File: src/rtl/lpht_pkg.sv
// ---------------------------------------------------------------------------
// lpht_pkg
// Shared sizes, codes and types of the linear probing hash table.
// ---------------------------------------------------------------------------
`default_nettype none

package lpht_pkg;

  localparam int SLOT_COUNT = 8;
  localparam int KEY_W      = 31;
  localparam int VALUE_W    = 32;
  localparam int COUNT_W    = 11;
  localparam int IDX_W      = (SLOT_COUNT > 1) ? $clog2(SLOT_COUNT) : 1;
  localparam int CNT_W      = $clog2(SLOT_COUNT + 1);

  // Home slot is reduced one key byte per cycle.
  localparam int HASH_STEPS = (KEY_W + 7) / 8;
  localparam int HSTEP_W    = (HASH_STEPS > 1) ? $clog2(HASH_STEPS) : 1;

  typedef enum logic [1:0] {
    ACT_INSERT = 2'd0,
    ACT_SEARCH = 2'd1,
    ACT_REMOVE = 2'd2,
    ACT_QUERY  = 2'd3
  } action_t;

  typedef enum logic [2:0] {
    ST_INSERTED  = 3'd0,
    ST_PRESENT   = 3'd1,
    ST_FULL      = 3'd2,
    ST_FOUND     = 3'd3,
    ST_NOT_FOUND = 3'd4,
    ST_DONE      = 3'd5
  } status_t;

  typedef enum logic [1:0] {
    SLOT_EMPTY = 2'd0,
    SLOT_LIVE  = 2'd1,
    SLOT_TOMB  = 2'd2
  } slot_state_t;

  typedef enum logic [1:0] {
    S_IDLE,
    S_HASH,
    S_PROBE,
    S_DONE
  } state_t;

  typedef struct packed {
    slot_state_t             state;
    logic [KEY_W-1:0]        key;
    logic [VALUE_W-1:0]      value;
  } slot_word_t;

  localparam int SLOT_WORD_W = $bits(slot_word_t);

endpackage

`default_nettype wire

File: src/rtl/lpht_ram.sv
// ---------------------------------------------------------------------------
// lpht_ram
// Generic single-write, single-read RAM with registered read data.
// ---------------------------------------------------------------------------
`default_nettype none

module lpht_ram #(
  parameter int WIDTH = 8,
  parameter int DEPTH = 8
) (
  input  logic                     clk,
  input  logic                     we,
  input  logic [$clog2(DEPTH)-1:0] waddr,
  input  logic [WIDTH-1:0]         wdata,
  input  logic                     re,
  input  logic [$clog2(DEPTH)-1:0] raddr,
  output logic [WIDTH-1:0]         rdata
);

  logic [WIDTH-1:0] mem [DEPTH];

  always_ff @(posedge clk) begin
    if (we) begin
      mem[waddr] <= wdata;
    end
    if (re) begin
      rdata <= mem[raddr];
    end
  end

endmodule

`default_nettype wire

File: src/rtl/lpht_hash.sv
// ---------------------------------------------------------------------------
// lpht_hash
// Home slot unit: key modulo slot count, one key byte per cycle.
// ---------------------------------------------------------------------------
`default_nettype none

module lpht_hash (
  input  logic                      clk,
  input  logic                      rst,
  input  logic                      start,
  input  logic [lpht_pkg::KEY_W-1:0] key,
  output logic                      done,
  output logic [lpht_pkg::IDX_W-1:0] home
);
  import lpht_pkg::*;

  localparam int KPAD_W = HASH_STEPS * 8;
  localparam int T_W    = IDX_W + 9;
  localparam logic [T_W-1:0] NT = T_W'(SLOT_COUNT);

  // (rem * 256 + byte) mod SLOT_COUNT, with rem already below SLOT_COUNT.
  function automatic logic [IDX_W-1:0] mod_step(input logic [IDX_W-1:0] r,
                                                input logic [7:0] b);
    logic [T_W-1:0] t;
    t = {1'b0, r, b};
    for (int i = 7; i >= 0; i--) begin
      if (t >= (NT << i)) begin
        t = t - (NT << i);
      end
    end
    return t[IDX_W-1:0];
  endfunction

  logic [KPAD_W-1:0]  kbuf;
  logic [IDX_W-1:0]   rem;
  logic [HSTEP_W-1:0] step;
  logic               run;

  always_ff @(posedge clk) begin
    if (rst) begin
      run  <= 1'b0;
      done <= 1'b0;
    end else begin
      done <= 1'b0;
      if (start) begin
        run  <= 1'b1;
        step <= '0;
        rem  <= '0;
        kbuf <= KPAD_W'(key);
      end else if (run) begin
        rem  <= mod_step(rem, kbuf[KPAD_W-1 -: 8]);
        kbuf <= kbuf << 8;
        step <= step + 1'b1;
        if (step == HSTEP_W'(HASH_STEPS - 1)) begin
          run  <= 1'b0;
          done <= 1'b1;
        end
      end
    end
  end

  assign home = rem;

endmodule

`default_nettype wire

File: src/rtl/linear_probe_hash_table.sv
// ---------------------------------------------------------------------------
// linear_probe_hash_table: open-addressing key/value table, linear probing.
// Each request word reduces its key in the byte-wide home slot unit, then probes
//   1..SLOT_COUNT slots with one read per cycle of the slot RAM; a status query
//   or an insert into a full table skips both. A new request word is taken
//   only once the last result has been loaded into the output register.
// Reset: synchronous; all slots read empty, count zero, no result pending.
// ---------------------------------------------------------------------------
`default_nettype none

module linear_probe_hash_table (
  input  logic                        clk,
  input  logic                        rst,
  input  logic                        in_valid,
  output logic                        in_ready,
  input  logic [1:0]                  action,
  input  logic [lpht_pkg::KEY_W-1:0]   key,
  input  logic [lpht_pkg::VALUE_W-1:0] value,
  output logic                        out_valid,
  input  logic                        out_ready,
  output lpht_pkg::status_t           status,
  output logic                        found,
  output logic [lpht_pkg::VALUE_W-1:0] read_value,
  output logic                        is_empty,
  output logic [lpht_pkg::COUNT_W-1:0] entry_count
);
  import lpht_pkg::*;

  // Sequencer state.
  state_t state, state_next;

  // Request held for the whole probe.
  action_t             act;
  logic [KEY_W-1:0]    req_key;
  logic [VALUE_W-1:0]  req_val;

  // Occupancy. A slot that was never written has its used bit clear and
  // reads as empty, whatever the RAM holds.
  logic [CNT_W-1:0]      live_count, live_next;
  logic [SLOT_COUNT-1:0] used;

  // Probe issue side: one RAM read per cycle, running one slot ahead of
  // the check side. Reads past the stop point are dropped.
  logic [IDX_W-1:0] iss_idx;
  logic [CNT_W-1:0] iss_cnt;
  // Probe check side: the slot whose word arrives this cycle.
  logic             rd_vld;
  logic [IDX_W-1:0] rd_idx;
  logic [CNT_W-1:0] chk_cnt;

  // Probe findings.
  logic               hit;
  logic [IDX_W-1:0]   hit_idx;
  logic [VALUE_W-1:0] hit_val;
  logic               free_vld;
  logic [IDX_W-1:0]   free_idx;

  // Home slot unit.
  logic             hash_start, hash_done;
  logic [IDX_W-1:0] home;

  // RAM ports.
  logic                   ram_re, ram_we;
  logic [IDX_W-1:0]       ram_waddr;
  slot_word_t             ram_wdata, rdata;
  logic [SLOT_WORD_W-1:0] rdata_bits;

  // Check-side decode.
  slot_state_t rd_state;
  logic        slot_hit, slot_free, probe_stop;

  // Result.
  logic               accept, out_free, finish;
  status_t            res_status;
  logic               res_found;
  logic [VALUE_W-1:0] res_value;

  assign accept   = in_valid && in_ready;
  assign out_free = !out_valid || out_ready;
  assign finish   = (state == S_DONE) && out_free;

  lpht_hash u_hash (
    .clk   (clk),
    .rst   (rst),
    .start (hash_start),
    .key   (key),
    .done  (hash_done),
    .home  (home)
  );

  lpht_ram #(
    .WIDTH (SLOT_WORD_W),
    .DEPTH (SLOT_COUNT)
  ) u_slots (
    .clk   (clk),
    .we    (ram_we),
    .waddr (ram_waddr),
    .wdata (ram_wdata),
    .re    (ram_re),
    .raddr (iss_idx),
    .rdata (rdata_bits)
  );

  assign rdata = slot_word_t'(rdata_bits);

  // Decode the word that arrived: live match, reusable slot, end of path.
  always_comb begin
    rd_state   = used[rd_idx] ? rdata.state : SLOT_EMPTY;
    slot_hit   = rd_vld && (rd_state == SLOT_LIVE) && (rdata.key == req_key);
    slot_free  = rd_vld && (rd_state != SLOT_LIVE);
    probe_stop = rd_vld && (slot_hit || (rd_state == SLOT_EMPTY) ||
                            (chk_cnt == CNT_W'(SLOT_COUNT - 1)));
  end

  // Next state.
  always_comb begin
    state_next = state;
    case (state)
      S_IDLE: begin
        if (in_valid) begin
          // Queries and inserts into a full table need no probe.
          if ((action_t'(action) == ACT_QUERY) ||
              ((action_t'(action) == ACT_INSERT) &&
               (live_count >= CNT_W'(SLOT_COUNT)))) begin
            state_next = S_DONE;
          end else begin
            state_next = S_HASH;
          end
        end
      end
      S_HASH: begin
        if (hash_done) begin
          state_next = S_PROBE;
        end
      end
      S_PROBE: begin
        if (probe_stop) begin
          state_next = S_DONE;
        end
      end
      S_DONE: begin
        if (out_free) begin
          state_next = S_IDLE;
        end
      end
      default: state_next = S_IDLE;
    endcase
  end

  // Outputs of the sequencer: handshake, RAM control, result and write-back.
  always_comb begin
    in_ready   = (state == S_IDLE);
    hash_start = accept && (state_next == S_HASH);
    ram_re     = (state == S_PROBE) && (iss_cnt < CNT_W'(SLOT_COUNT));

    ram_we     = 1'b0;
    ram_waddr  = free_idx;
    ram_wdata  = '{state: SLOT_LIVE, key: req_key, value: req_val};
    live_next  = live_count;
    res_status = ST_DONE;
    res_found  = 1'b0;
    res_value  = '0;

    case (act)
      ACT_INSERT: begin
        // A duplicate anywhere on the path wins over a free slot.
        if (hit) begin
          res_status = ST_PRESENT;
        end else if (free_vld) begin
          res_status = ST_INSERTED;
          ram_we     = finish;
          live_next  = live_count + 1'b1;
        end else begin
          res_status = ST_FULL;
        end
      end
      ACT_SEARCH: begin
        if (hit) begin
          res_status = ST_FOUND;
          res_found  = 1'b1;
          res_value  = hit_val;
        end else begin
          res_status = ST_NOT_FOUND;
        end
      end
      ACT_REMOVE: begin
        // Leave a tombstone so later probes walk past this slot.
        if (hit) begin
          res_status = ST_DONE;
          res_found  = 1'b1;
          ram_we     = finish;
          ram_waddr  = hit_idx;
          ram_wdata  = '{state: SLOT_TOMB, key: req_key, value: hit_val};
          live_next  = live_count - 1'b1;
        end else begin
          res_status = ST_NOT_FOUND;
        end
      end
      ACT_QUERY: begin
        res_status = ST_DONE;
      end
      default: res_status = ST_DONE;
    endcase
  end

  always_ff @(posedge clk) begin
    if (rst) begin
      state      <= S_IDLE;
      out_valid  <= 1'b0;
      live_count <= '0;
      used       <= '0;
      rd_vld     <= 1'b0;
    end else begin
      state <= state_next;

      // Capture the request; clear findings so a short answer sees none.
      if (accept) begin
        act      <= action_t'(action);
        req_key  <= key;
        req_val  <= value;
        hit      <= 1'b0;
        free_vld <= 1'b0;
      end

      // Start the walk at the home slot.
      if ((state == S_HASH) && hash_done) begin
        iss_idx <= home;
        iss_cnt <= '0;
        chk_cnt <= '0;
      end

      if (state == S_PROBE) begin
        // Advance the read pointer, wrapping at the last slot.
        if (ram_re) begin
          iss_idx <= (iss_idx == IDX_W'(SLOT_COUNT - 1)) ? '0 : iss_idx + 1'b1;
          iss_cnt <= iss_cnt + 1'b1;
        end
        rd_vld <= ram_re && !probe_stop;
        rd_idx <= iss_idx;
        if (rd_vld) begin
          chk_cnt <= chk_cnt + 1'b1;
        end
        // Remember the first empty or tombstone slot for an insert.
        if (slot_free && !free_vld) begin
          free_vld <= 1'b1;
          free_idx <= rd_idx;
        end
        if (slot_hit) begin
          hit     <= 1'b1;
          hit_idx <= rd_idx;
          hit_val <= rdata.value;
        end
      end

      // Commit: write back, update the count, load the output register.
      if (finish) begin
        if (ram_we) begin
          used[ram_waddr] <= 1'b1;
        end
        live_count  <= live_next;
        out_valid   <= 1'b1;
        status      <= res_status;
        found       <= res_found;
        read_value  <= res_value;
        is_empty    <= (live_next == '0);
        entry_count <= COUNT_W'(live_next);
      end else if (out_ready) begin
        out_valid <= 1'b0;
      end
    end
  end

endmodule

`default_nettype wire

File: config.mk
export PLATFORM = sky130hd
export DESIGN_NAME = linear_probe_hash_table
export DESIGN_NICKNAME = d
export VERILOG_FILES = /design/src/rtl/lpht_pkg.sv /design/src/rtl/lpht_ram.sv /design/src/rtl/lpht_hash.sv /design/src/rtl/linear_probe_hash_table.sv
export SDC_FILE = /design/constraint.sdc
export NUM_CORES = 1
export LEC_CHECK = 0
export BUFFER_PORTS_ARGS = -buffer_cell sky130_fd_sc_hd__clkbuf_2
export CAP_MARGIN = 20
export CORE_MARGIN = 10
export CORE_UTILIZATION = 61
export CTS_CLUSTER_SIZE = 40
export DETAILED_ROUTE_END_ITERATION = 6
export PLACE_DENSITY = 0.78
export REMOVE_ABC_BUFFERS = 1
export SYNTH_ARGS = -nofsm -noshare
export SYNTH_HDL_FRONTEND = slang
export SYNTH_SLANG_ARGS = --single-unit
File: constraint.sdc
create_clock -name clk -period 6.5 [get_ports clk]
set_input_delay 0.65 -clock clk [delete_from_list [all_inputs] [get_ports clk]]
set_output_delay 0.65 -clock clk [all_outputs]
set_load 0.02 [all_outputs]
==> impl_metrics.json, run 1 <==
{
  "crit_path_top_delay_cell": "and2_2",
  "syn_area_um2": 29400,
  "die_y_um": 239,
  "fin_tns_setup_ns": 0,
  "synth_top_family_by_area": "multiplexers",
  "grt_usage": 0.200,
  "synth_area_per_cell_um2": 20.6,
  "hpwl_mm": 31.1,
  "hold_viol_final": 0,
  "design.die.area_um2": 57300,
  "period_minus_slack_ns": 4.85,
  "synthCells": 1428,
  "syn_to_final_growth_pct": 12.6,
  "clk_latency_ns": 0.60,
  "wl_per_cell_um": 24.8,
  "max_stage_delay_ns": 0.86,
  "synth_edf_count": 762,
  "routed_wl_mm": 55.9,
  "grt_max_degree": 115,
  "vias_per_cell": 6.09,
  "grt_pass1_wl_mm": 86.5,
  "synth-seq-cells": 780,
  "crit_arrival_ns": 5.07,
  "first_pass_iters": 5,
  "synthMuxAreaShare": 0.127,
  "postLayoutCellArea_um2": 33100,
  "synthArstFlopShare": 0,
  "overflow": 0,
  "pin_count": 119,
  "yosys.area_share.simple": 0.0422,
  "ys_types": 50,
  "cts_sinks": 780,
  "final_max_slew_viol_count": 0,
  "num_rows": 80,
  "worst_setup_path_end_kind": "flip-flop",
  "antenna_found_initial": 0,
  "fill_cells": 2789,
  "hold_buffers": 0,
  "path_clk_slew_ns": 0.06,
  "drt-initial-drc-count": 1155,
  "yosysSeqAreaShare": 0.791,
  "cts_buffer_depth": 3,
  "setup_viol": 0,
  "period_share": 0.746,
  "vias": 13700,
  "critPathLaunchType": "flip-flop",
  "tightest_slew_ns": 1.14,
  "dpl-instance-area_um2": 30800,
  "diodes": 0,
  "grt_pass1_vias": 14500,
  "dieWidth_um": 239,
  "hold_class": "input pin to flip-flop",
  "ant_nets": 0,
  "port_buffers": 111,
  "outcome": "finished, final reports clean",
  "p_leak_uw": 0.0110,
  "synth_top_area_share": 0.779,
  "path_class": "flip-flop to flip-flop",
  "cp_max_fo": 50,
  "crit_chain": "inv_1, ha_1, and2_2, inv_2, o32ai_1, nand2_1, nor2b_4, buf_4",
  "worst_clock_skew_ns": 0.0174,
  "cts_tree": "built",
  "nNetsFinal": 1661,
  "synth_ff_type": "edfxtp_1",
  "core_area_um2": 47600,
  "cts-root-buf": "clkbuf_16",
  "cts_setup_buffers": 0,
  "relSlewSlack": 0.239,
  "yosysWarnings": 0,
  "initial_utilization": 0.617,
  "drcViolationCount": 0,
  "timing.fmax_ghz": 0.206,
  "synth.largest_area_cell": "edfxtp_1",
  "netlist_top_cells_area": "edfxtp_1, mux4_2, mux2_2",
  "cts_resized": 0,
  "synth-xor-area-share": 0.00954,
  "gp_congestion": 0.782,
  "synth_compound_area_frac": 0.0129,
  "htreeDepth": 3,
  "p_per_area_nw_per_um2": 308,
  "synthAdderAreaFrac": 0.00468,
  "final_layout_size_suffix_gt1_frac": 0.278,
  "ir_drop_mv": 0.250,
  "final_util": 0.695,
  "rsz0062_at_grt": "no",
  "drv_cap": 0,
  "cts_made_buffers": 77,
  "required_ns": 6.72
}
cell usage in the layout (no fill, tap or decap), types with 5 or more instances in the layout:
cell / instances
edfxtp_1: 762
nand2_1: 147
mux4_2: 130
clkbuf_2: 111
clkbuf_16: 79
mux2_2: 66
and3_1: 33
xnor2_1: 31
buf_4: 23
clkinv_1: 22
dfxtp_1: 18
nor2_1: 17
clkbuf_1: 15
nand3_1: 12
clkinv_2: 12
inv_1: 11
ha_1: 11
nand4_1: 10
o21a_1: 10
a21oi_1: 9
and2_1: 9
o21ai_0: 8
nor2_4: 8
conb_1: 7
nand2b_1: 6
a31oi_1: 6
nor3_1: 5
critical path, delay by kind of cell (launching register included):
kind	cells	cell delay, ns
AND/OR/NAND/NOR	3	1.91
buffers and inverters	3	1.53
flip-flops	1	0.43
AO/OA/AOI/OAI	1	0.29
adder cells (fa/ha/maj)	1	0.25
registers in the layout (all words and copies together), names as in the netlist, 8 cells and up:
register and flops:
used 8, req_key 31, u_slots.mem 520, u_hash.kbuf 12, hit_val 32, req_val 32
read_value 32, u_slots.rdata 65
Yosys cell counts (all sizes together), types with 2 or more instances:
master and number:
clkbuf 47, xnor2 31, ha 11, and2 10, dfxtp 18, a22o 2, o21ai 10, o31ai 4
o21a 10, inv 15, buf 22, nand4 10, nand2 147, nor2 25, nor3b 4, and3b 2
nor4 4, a31oi 6, a21oi 9, nor2b 4, nand3 12, mux2 66, nor3 6, mux4 132
a211oi 4, edfxtp 762, nand2b 6, and3 33
routing by layer:
metal / up-vias / part of all wire / wire [um] / GRT usage
li1: 6015 / - / - / -
met1: 7138 / 0.39 / 21900 / 0.254
met2: 485 / 0.53 / 29600 / 0.348
met3: 91 / 0.059 / 3300 / 0.0372
met4: 0 / 0.020 / 1100 / 0.0569
met5: - / 0 / 0 / 0
logic make-up after synthesis:
logic type | after synthesis
AND/OR/NAND/NOR | 266
XOR/XNOR | 32
other | 1
multiplexers | 199
AO/OA/AOI/OAI | 55
adder cells (fa/ha/maj) | 11
flip-flops | 780
buffers and inverters | 84
final timing paths:
kind / slack [ns] / from / endpoint / cells past startpoint
worst min-delay path: 0.23 / key[7] / req_key[7] / 1
worst min register to register: 0.42 / u_slots.rdata[28] / hit_val[28] / 0
worst max-delay path: 1.65 / act[0] / u_slots.mem[6][4] / 8
worst max register to register: 1.65 / act[0] / u_slots.mem[6][4] / 8
final cells by class:
class                   instances  area, um^2  area share
well taps                     615         769      0.0233
flip-flops and latches        780       23200       0.702
multi-input cells             570        5880       0.178
inverters                      15        57.6     0.00174
clock buffers                  94        2030      0.0614
clock inverters                43         305     0.00923
repair buffers                137         803      0.0243
power by group:
group          switching, uW  internal [uW]
clock network           1760           2380
logic                    228            193
registers               46.1           5570
total                   2030           8150
per-stage QoR:
step | hold WS (ns) | worst slack [ns] | std cells | total power (uW)
floorplan | 0.400 | 0.169 | 1365 | 6040
global placement | 0.401 | 1.77 | 2115 | 6130
detailed placement | 0.405 | 1.65 | 2117 | 6150
CTS | 0.196 | 1.61 | 2254 | 10300
global route | 0.200 | 1.30 | 2254 | 10500
finish | 0.227 | 1.65 | 2254 | 10200
(Power assumes the default switching activity.)
==> inputs of run 2 (changes only) <==
CORE_UTILIZATION = 55   (was 61)
PLACE_DENSITY = 0.74   (was 0.78)
clock period = 4.04 ns   (was 6.5 ns; I/O delays follow)
==> run 2 against run 1 <==
Compared with the run above: combinational power is 78% higher; flip-flop and latch count stayed put; cell count is 6.3% higher; register-to-register slack worse by 0.67 ns; clock power is 70% higher; hold slack worse by 0.19 ns; critical path type unchanged; first-iteration DRC count is 15% higher; via count is 2.8% higher; die area is 10% higher; maximum frequency is 58% higher; critical path depth is 1 lower.
==> impl_metrics.json, run 2 (synthesis gave the netlist of run 1 again) <==
{
  "outcome": "finished, final reports clean",
  "wl_met3_mm": 3.56,
  "cts_buffer_depth": 3,
  "cts_made_buffers": 77,
  "reg2reg_to": "u_slots.mem[1][43]",
  "drt-initial-drc-count": 1332,
  "drv_cap": 0,
  "final_max_slew_viol_count": 0,
  "reg2reg_slack_ns": 0.98,
  "path_clk_slew_ns": 0.06,
  "grt_max_degree": 77,
  "multi_input_area_um2": 5880,
  "worst_clock_skew_ns": 0.0185,
  "crit_chain": "buf_4, and2_2, buf_4, a22o_1, nand2_1, nor2_4, buf_12",
  "dr.max_layer_used": "met4",
  "total_power_uw": 16800,
  "layout_commonest_cell": "edfxtp_1",
  "core_area_um2": 52800,
  "stdcell_count": 2397,
  "cts_resized": 0,
  "ff_latch_area_um2": 23200,
  "whs_path_depth": 1,
  "final_cell_mix": "edfxtp_1, nand2_1, mux4_2",
  "ir_drop_mv": 0.462,
  "path_class": "flip-flop to flip-flop",
  "final_layout_size_suffix_gt1_frac": 0.274,
  "first_pass_iters": 5,
  "hold-worst-slack_ns": 0.0379,
  "relSlewSlack": 0.258,
  "syn_to_final_growth_pct": 16.0,
  "design.die.area_um2": 63100,
  "grt_pass1_vias": 14900,
  "period_share": 0.757,
  "hold_end": "req_key[4]",
  "clk_latency_ns": 0.62,
  "final_util": 0.646,
  "hold_buffers": 58,
  "met1_length_mm": 23.8,
  "overflow": 0,
  "hold_viol_final": 0,
  "num_rows": 84,
  "worst_r2r_path_depth": 7,
  "hpwl_mm": 31.9,
  "tightest_slew_ns": 1.11,
  "vias_per_cell": 5.89,
  "crit-reg2reg-launch": "hit",
  "setup_viol": 0,
  "vias": 14100,
  "dieWidth_um": 251,
  "max_stage_delay_ns": 0.63,
  "diodes": 0,
  "worst_setup_path_end_kind": "flip-flop",
  "timing.fmax_ghz": 0.327,
  "ant_nets": 0,
  "wl_met2_mm": 30.5,
  "regMostFlops": "u_slots.mem",
  "grt_usage": 0.190,
  "cts_tree": "built",
  "die_y_um": 251,
  "crit_arrival_ns": 3.34,
  "reg_top3": "u_slots.mem: 520 flops, u_slots.rdata: 65 flops",
  "gp_congestion": 0.733,
  "worstHoldStart": "key[4]",
  "htreeDepth": 3,
  "nNetsFinal": 1727,
  "largest_reg_flops": 520,
  "crit_path_top_delay_cell": "nor2_4",
  "p_leak_uw": 0.0114,
  "critPathLaunchType": "flip-flop",
  "fill_cells": 3471,
  "cp_max_fo": 38,
  "grt_pass1_wl_mm": 91.1,
  "antenna_found_initial": 0,
  "cts_setup_buffers": 0,
  "rsz0062_at_grt": "no",
  "pin_count": 119,
  "wl_per_cell_um": 24.6,
  "initial_utilization": 0.557,
  "port_buffers": 111,
  "routed_wl_mm": 59.0,
  "drcViolationCount": 0,
  "period_minus_slack_ns": 3.06,
  "cts_sinks": 780,
  "required_ns": 4.33,
  "hold_class": "input pin to flip-flop",
  "p_per_area_nw_per_um2": 493,
  "placedCellCount": 2197,
  "cp_common_cell": "buf_4",
  "cts-root-buf": "clkbuf_16"
}
==> run 2: cell types whose count changed in the layout (fill, tap and decap cells not counted), sizes merged <==
cell         previous run  this run
clkinv                 34        37
dlygate4sd3             0        59
inv                    16        19
bufinv                  4         7
clkbuf                205       201
clkinvlp                4         3
buf                    26        33
==> run 2: power by group <==
group	switching [uW]	internal, uW
sequential	62.0	8970
combinational	398	352
clock	2950	4070
total	3410	13400
==> run 2: final cells by class <==
cell class                      instances  area share
Clock buffer                           90      0.0598
Clock inverter                         51      0.0130
Inverter                               15     0.00169
Multi-Input combinational cell        570       0.173
Sequential cell                       780       0.682
Tap cell                              688      0.0253
Timing Repair Buffer                  203      0.0457
==> run 2: metal layers <==
| metal | GRT usage | up-vias |
|---|---|---|
| li1 | - | 6148 |
| met1 | 0.246 | 7366 |
| met2 | 0.325 | 506 |
| met3 | 0.0375 | 89 |
| met4 | 0.0493 | 0 |
| met5 | 0 | - |
==> run 2: critical path, delay by kind of cell, from the launching register on <==
| kind | cells | cell delay [ns] |
|---|---|---|
| flops | 1 | 0.40 |
| compound gates | 1 | 0.19 |
| simple gates | 3 | 1.11 |
| buf+inv | 3 | 1.00 |
==> run 2: how the worst max path moves through the flow <==
| stage | start | slack (ns) | endpoint |
|---|---|---|---|
| after CTS | hit | 0.91 | u_slots.mem[1][43] |
| after global routing | hit | 0.81 | u_slots.mem[1][43] |
| after global placement | hit | 1.02 | u_slots.mem[1][54] |
| final | hit | 0.98 | u_slots.mem[1][43] |
| after detailed placement | hit | 0.94 | u_slots.mem[1][51] |
| after floorplan | iss_idx[0] | -2.29 | u_slots.rdata[0] |
==> run 2: stage by stage <==
| stage | setup WS [ns] | instance area [um^2] | setup TNS, ns |
|---|---|---|---|
| 4_1_cts | 0.913 | 34100 | 0 |
| 2_1_floorplan | -2.29 | 29100 | -1046.11 |
| 6_report | 0.981 | 34100 | 0 |
| 3_5_place_dp | 0.938 | 31000 | 0 |
| 3_3_place_gp | 1.02 | 31000 | 0 |
| 5_1_grt | 0.811 | 34100 | 0 |
